File: config.mk
export PLATFORM = sky130hd
export DESIGN_NAME = brf_step
export DESIGN_NICKNAME = d
export VERILOG_FILES = /design/src/rtl/core/byte_ring_fifo_with_peek_assert.svh /design/src/rtl/core/brf_pkg.sv /design/src/rtl/core/brf_step.sv
export SDC_FILE = /design/constraint.sdc
export NUM_CORES = 1
export LEC_CHECK = 0
export BUFFER_PORTS_ARGS = -buffer_cell sky130_fd_sc_hd__buf_4
export CORE_MARGIN = 2
export CORE_UTILIZATION = 35
export DETAILED_ROUTE_END_ITERATION = 10
export PLACE_DENSITY_LB_ADDON = 0.15
export SKIP_LAST_GASP = 1
export SLEW_MARGIN = 5
export SYNTH_ARGS = -nofsm -noshare
export SYNTH_HDL_FRONTEND = slang
export SYNTH_SLANG_ARGS = --single-unit
File: constraint.sdc
create_clock -name vclk -period 7.25
set_input_delay 1.45 -clock vclk [all_inputs]
set_output_delay 1.45 -clock vclk [all_outputs]
set_load 0.03 [all_outputs]
File: src/rtl/core/byte_ring_fifo_with_peek_assert.svh
// assertion macros for the byte ring fifo
// expects clk_i and rst_ni in the scope of use; empty when SYNTH is defined
`ifndef BYTE_RING_FIFO_WITH_PEEK_ASSERT_SVH
`define BYTE_RING_FIFO_WITH_PEEK_ASSERT_SVH

`ifndef SYNTH
`define BRF_ASSERT_NOW(lbl, ant, cons, msg) \
  lbl: assert property (@(posedge clk_i) disable iff (!rst_ni) (ant) |-> (cons)) \
    else $error(msg);
`define BRF_ASSERT_NEXT(lbl, ant, cons, msg) \
  lbl: assert property (@(posedge clk_i) disable iff (!rst_ni) (ant) |=> (cons)) \
    else $error(msg);
`else
`define BRF_ASSERT_NOW(lbl, ant, cons, msg)
`define BRF_ASSERT_NEXT(lbl, ant, cons, msg)
`endif

`endif

File: src/rtl/core/brf_pkg.sv
// shared types and constants of the byte ring fifo
// no dependencies
package brf_pkg;

  localparam int CAP_W = 11;
  localparam int CNT_W = 7;
  localparam int CAP_MAX = (1 << CAP_W) - 1;

  localparam logic [1:0] REQ_WRITE = 2'd0;
  localparam logic [1:0] REQ_READ  = 2'd1;
  localparam logic [1:0] REQ_FLUSH = 2'd2;

  typedef struct packed {
    logic [1:0]       req_type;
    logic [7:0]       data_byte;
    logic [CNT_W-1:0] read_count;
    logic             consume;
    logic             discard;
  } brf_req_t;

  typedef struct packed {
    logic [7:0]       out_byte;
    logic             has_byte;
    logic             last;
    logic [CNT_W-1:0] amount;
    logic [CAP_W-1:0] fill_level;
    logic [CAP_W-1:0] space_left;
  } brf_rsp_t;

endpackage

File: src/rtl/core/brf_step.sv
// shared ring index stepper: wrap at capacity before access, then advance
// depends on brf_pkg
module brf_step
  import brf_pkg::*;
#(
  parameter int AW = 10
) (
  input  logic [AW-1:0]    idx_i,
  input  logic [CAP_W-1:0] cap_i,
  output logic [AW-1:0]    wrap_o,
  output logic [AW-1:0]    adv_o
);

  localparam int CMP_W = (AW + 1 > CAP_W) ? AW + 1 : CAP_W;

  logic [CMP_W-1:0] idx_ext;
  logic [CMP_W-1:0] cap_ext;
  logic [CMP_W-1:0] inc;

  always_comb begin
    idx_ext = CMP_W'(idx_i);
    cap_ext = CMP_W'(cap_i);
    wrap_o  = (idx_ext >= cap_ext) ? '0 : idx_i;
    inc     = CMP_W'(wrap_o) + CMP_W'(1);
    adv_o   = (inc >= cap_ext) ? '0 : inc[AW-1:0];
  end

endmodule

Word-level counts from Yosys, hierarchy flattened:

Cells that the tools add are included.

* input bits: 21
* output and inout port bits: 20
* flip-flop bits (word level): 0

* muxes and demuxes: 2
* $add $sub $neg: 1
* order comparisons: 2

Operators with widths (number)
* $mux 10: 2
* $add 10x1->11 const B: 1
* $ge 10x11->1: 1
* $ge 11x11->1: 1

Logic depth before layout (Yosys ltp):

* word-level depth: 5
* mapped depth: 20

Least setup slack after synthesis:

Ideal clock, no wire load.

* path type: input-to-output
* from: in idx_i[0]
* to: out adv_o[3]
* arrival time: 5.727 ns
* setup slack: 0.073 ns
* cell stages on the path: 20
* cells stage by stage: inv_1 ha_1 nand2b_4 a211oi_2 o221ai_2 a21o_1 buf_6 buf_6 nor2_1 ha_1 nand3_1 nor3_1 xnor2_1 nor2_1 ha_1 a211oi_1 nand2_1 a211oi_2 nor2_2 nor3_1

* word-level cells in the longest chain between the ends: 5

Ends and longest elaborated chain
* from (decl): line brf_step.sv:8 `input logic [AW-1:0] idx_i,`
* $ge 10x11->1: line brf_step.sv:23 `wrap_o = (idx_ext >= cap_ext) ? '0 : idx_i;`
* $mux 10 *: line brf_step.sv:23
* via wrap_o[0]: line brf_step.sv:10 `output logic [AW-1:0] wrap_o,`
* $add 10x1->11 *: line brf_step.sv:24 `inc = CMP_W'(wrap_o) + CMP_W'(1);`
* $ge 11x11->1: line brf_step.sv:25 `adv_o = (inc >= cap_ext) ? '0 : inc[AW-1:0];`
* $mux 10 *: line brf_step.sv:25
* to (decl): line brf_step.sv:11 `output logic [AW-1:0] adv_o`

Mark *: on every way through the listed nets, which the timed path passes. The rest lies on a longest branch.

Worst setup path after layout:

* from: in idx_i[0]
* to: out adv_o[8]

* word-level cells in the longest chain between the ends: 5

Ends and longest elaborated chain (line)
* $ge 10x11->1: brf_step.sv:23
* $mux 10 *: brf_step.sv:23
* $add 10x1->11 *: brf_step.sv:24
* $ge 11x11->1: brf_step.sv:25
* $mux 10 *: brf_step.sv:25

Mark *: on every way between the ends. The rest lies on a longest branch, timed or not.

==> results by group <==
Power
  – Combinational Power Share: 100.0%
  – Share of power burned in registers: 0%
  – Switching share of power: 58.24%
  – Clk pwr share: 0%
  – VDD IR max: 46.49 µV
  – NetSw: 0.00006759 W
  – Pwr/cell area: 98.78 nW/µm²
  – Pleak: 0.6355 nW
  – Internal power: 0.00004847 W

Logic synthesis
  – Dominant cell type by area after synthesis: ha_1
  – Most numerous cell in the Yosys netlist: ha_1
  – Synth top area share: 32.79%
  – Unique cell type count in the Yosys netlist: 28
  – Compound-gate portion of the synthesized area: 19.23%
  – Commonest cells post-synth: 22 x ha_1, 15 x nor2_1, 13 x inv_1
  – Main combinational cell family by area after synthesis: adder cells
  – Simple-gate area share of the yosys netlist: 29.96%
  – Multiplexer share of the synthesized area: 1.192%
  – Post-synth net total: 160
  – Mapped cell area: 839.6 µm²
  – Register area share after synthesis: 0%
  – Synth area leaders: ha_1 33%, nor2_1 6.7%, inv_1 5.8%, nor3_1 5.4%, xnor2_1 5.2%
  – Synth warnings: 0
  – Syn Area/Cell: 7.176 µm²
  – Post-Synth XOR/XNOR Area: 8.346%
  – Post-Synthesis Cells: 117
  – Adder-Cell Fraction of Synth Area: 32.79%

Setup path
  – Worst Path Arrival: 5.26 ns
  – Critical Path Most Common Cell: ha_1
  – WS Path Type: in -> out
  – Slowest cell delay on critical path: 0.30 ns
  – Crit end category: output port
  – Worst Path Required: 5.80 ns
  – Slowest CP cell: nor3_1
  – CP Max Fanout: 9
  – CP Launch Type: primary input
  – Ordered cell list for the critical path: buf_4 > inv_1 > ha_1 > nand2b_4 > a211oi_2 > o221ai_2 > a21o_1 > nor2_1 > ha_1 > nand3_1 > nor3_1 > xnor2_1 > nor2_1 > ha_1 > a211oi_1 > nand2_1 > a211oi_2 > nor2_2 > nor3_1 > buf_4

CTS
  – Number of gates resized after CTS: 0
  – # Post-CTS Setup Buffers: 0
  – Cts hold-fix bufs: 0

Finish
  – Clock buf count: 0
  – Seq Cell Count: 0
  – Filler cells: 235
  – Share of layout cells above drive strength 1: 30.38%
  – Multi-input gate area: 768.2 µm²
  – Register Area: 0 µm²
  – Nets: 203
  – Final Cell Area: 1175 µm²
  – ANT cells: 0
  – Area Growth Syn to Fin: 39.94%

Worst hold path
  – Hold path endpoint: adv_o[0]
  – Hold Crit Depth: 3
  – Hold Path Class: in -> out
  – Hold Crit Start: idx_i[0]

Floorplan
  – DIE AREA: 2806 µm²
  – Rows: 17
  – Starting Density: 37.59%
  – Die Span Y: 52.98 µm
  – Die width: 52.98 µm
  – Core area: 2233 µm²
  – Ports: 41

Placement
  – I/O Buffers: 41
  – DPL Wire Length: 2078 µm
  – GPL Wtd Cong: 0.8367
  – Post-DP Area: 1175 µm²

Global route
  – GR Overflow Total: 0
  – Pin count of the biggest net entering global routing: 17
  – Global-route wire length before repair: 3912 µm
  – Vias in the first global route: 901
  – Initial antenna violation count: 0
  – All-Layer GR Usage: 18.19%

Route
  – Starting DRT DRC Count: 15
  – Total number of vias: 962
  – WL final: 2376 µm
  – Per-cell routed wire length: 12.77 µm
  – DR DRC count: 0
  – 1st-pass router iterations: 4
  – Final ANT Viol Nets: 0
  – Vias per cell: 5.172

Timing
  – Worst-Margin Slew: 0.4359 ns
  – Final Hold Viols: 0
  – Final Critical Period: 6.710 ns
  – Max Clk Rate: 149.0 MHz
  – Setup_tns: 0 ns
  – RSZ-0062 raised after global routing: false
  – Max Slew Vio Count: 0
  – Final setup fails: 0
  – Final worst-path cycle share: 92.56%
  – Slew margin rel.: 70.91%

Run
  – Max-cap violations: 0

Run status
  – Outcome: completed
worst max-delay path: cells and delay by family:
kind,cells,cell delay (ns)
xor gates and xnor gates,1,0.19
buffers and inverters,3,0.34
AOI/OAI and AO/OA,5,1.12
adders and majority gates,3,0.85
and+or+nand+nor,8,1.29
worst max-delay path by stage:
stage	start	endpoint	slack (ns)	cells past startpoint
CTS	idx_i[0]	adv_o[8]	0.52	20
global placement	idx_i[0]	adv_o[6]	0.62	20
finish	idx_i[0]	adv_o[8]	0.54	20
global route	idx_i[0]	adv_o[9]	0.11	20
floorplan	idx_i[0]	adv_o[3]	0.07	20
detailed placement	idx_i[0]	adv_o[8]	0.52	20
stage by stage:
step	cells	worst slack, ns	utilization [%]	power, W	hold slack [ns]
after global routing	186	0.1067	52.61	0.0001277	3.241
after global placement	186	0.6216	52.61	0.0001151	3.209
after detailed placement	186	0.5223	52.61	0.0001166	3.215
final	186	0.5397	52.61	0.0001161	3.216
after floorplan	117	0.07307	-	0.00007511	3.074
after CTS	186	0.5170	52.61	0.0001172	3.216
final cells by class:
type,count,area share (%)
repair buffers,43,27.48
inverters,13,4.153
multi-input cells,102,65.39
well taps,28,2.982
kinds of logic (layout without fill, tap and decap cells):
| kind of cell | Yosys count | in the layout |
|---|---|---|
| adder cells (fa/ha/maj) | 22 | 22 |
| AO/OA/AOI/OAI | 23 | 23 |
| XOR/XNOR | 8 | 8 |
| multiplexers | 1 | 1 |
| buffers and inverters | 15 | 56 |
| AND/OR/NAND/NOR | 48 | 48 |
power by group through the flow:
stage | Sequential [W] | Clock, W | Combinational (W)
after detailed placement | 0 | 0 | 0.000117
after global placement | 0 | 0 | 0.000115
after CTS | 0 | 0 | 0.000117
after global routing | 0 | 0 | 0.000128
final | 0 | 0 | 0.000116
after floorplan | 0 | 0 | 0.0000751
metal layers:
layer | global-route usage (%) | share of wire (%)
met1 | 25.25 | 47
met2 | 33.13 | 48
met3 | 0.2825 | 4.8
met4 | 0 | 0
met5 | 0 | 0
placed cells by master (no fill, tap or decap), types with 2 or more instances in the layout:
cell type | synthesis | final
a211oi_1 | 2 | 2
a211oi_2 | 2 | 2
a21o_1 | 2 | 2
a21oi_1 | 7 | 7
and2_1 | 6 | 6
and3_1 | 2 | 2
and4_1 | 3 | 3
buf_4 | 0 | 43
ha_1 | 22 | 22
inv_1 | 13 | 13
nand2_1 | 4 | 4
nand3_1 | 4 | 4
nor2_1 | 15 | 15
nor3_1 | 9 | 9
o21ai_0 | 5 | 5
xnor2_1 | 5 | 5
xor2_1 | 3 | 3
Power figures use the tool's default switching activity.
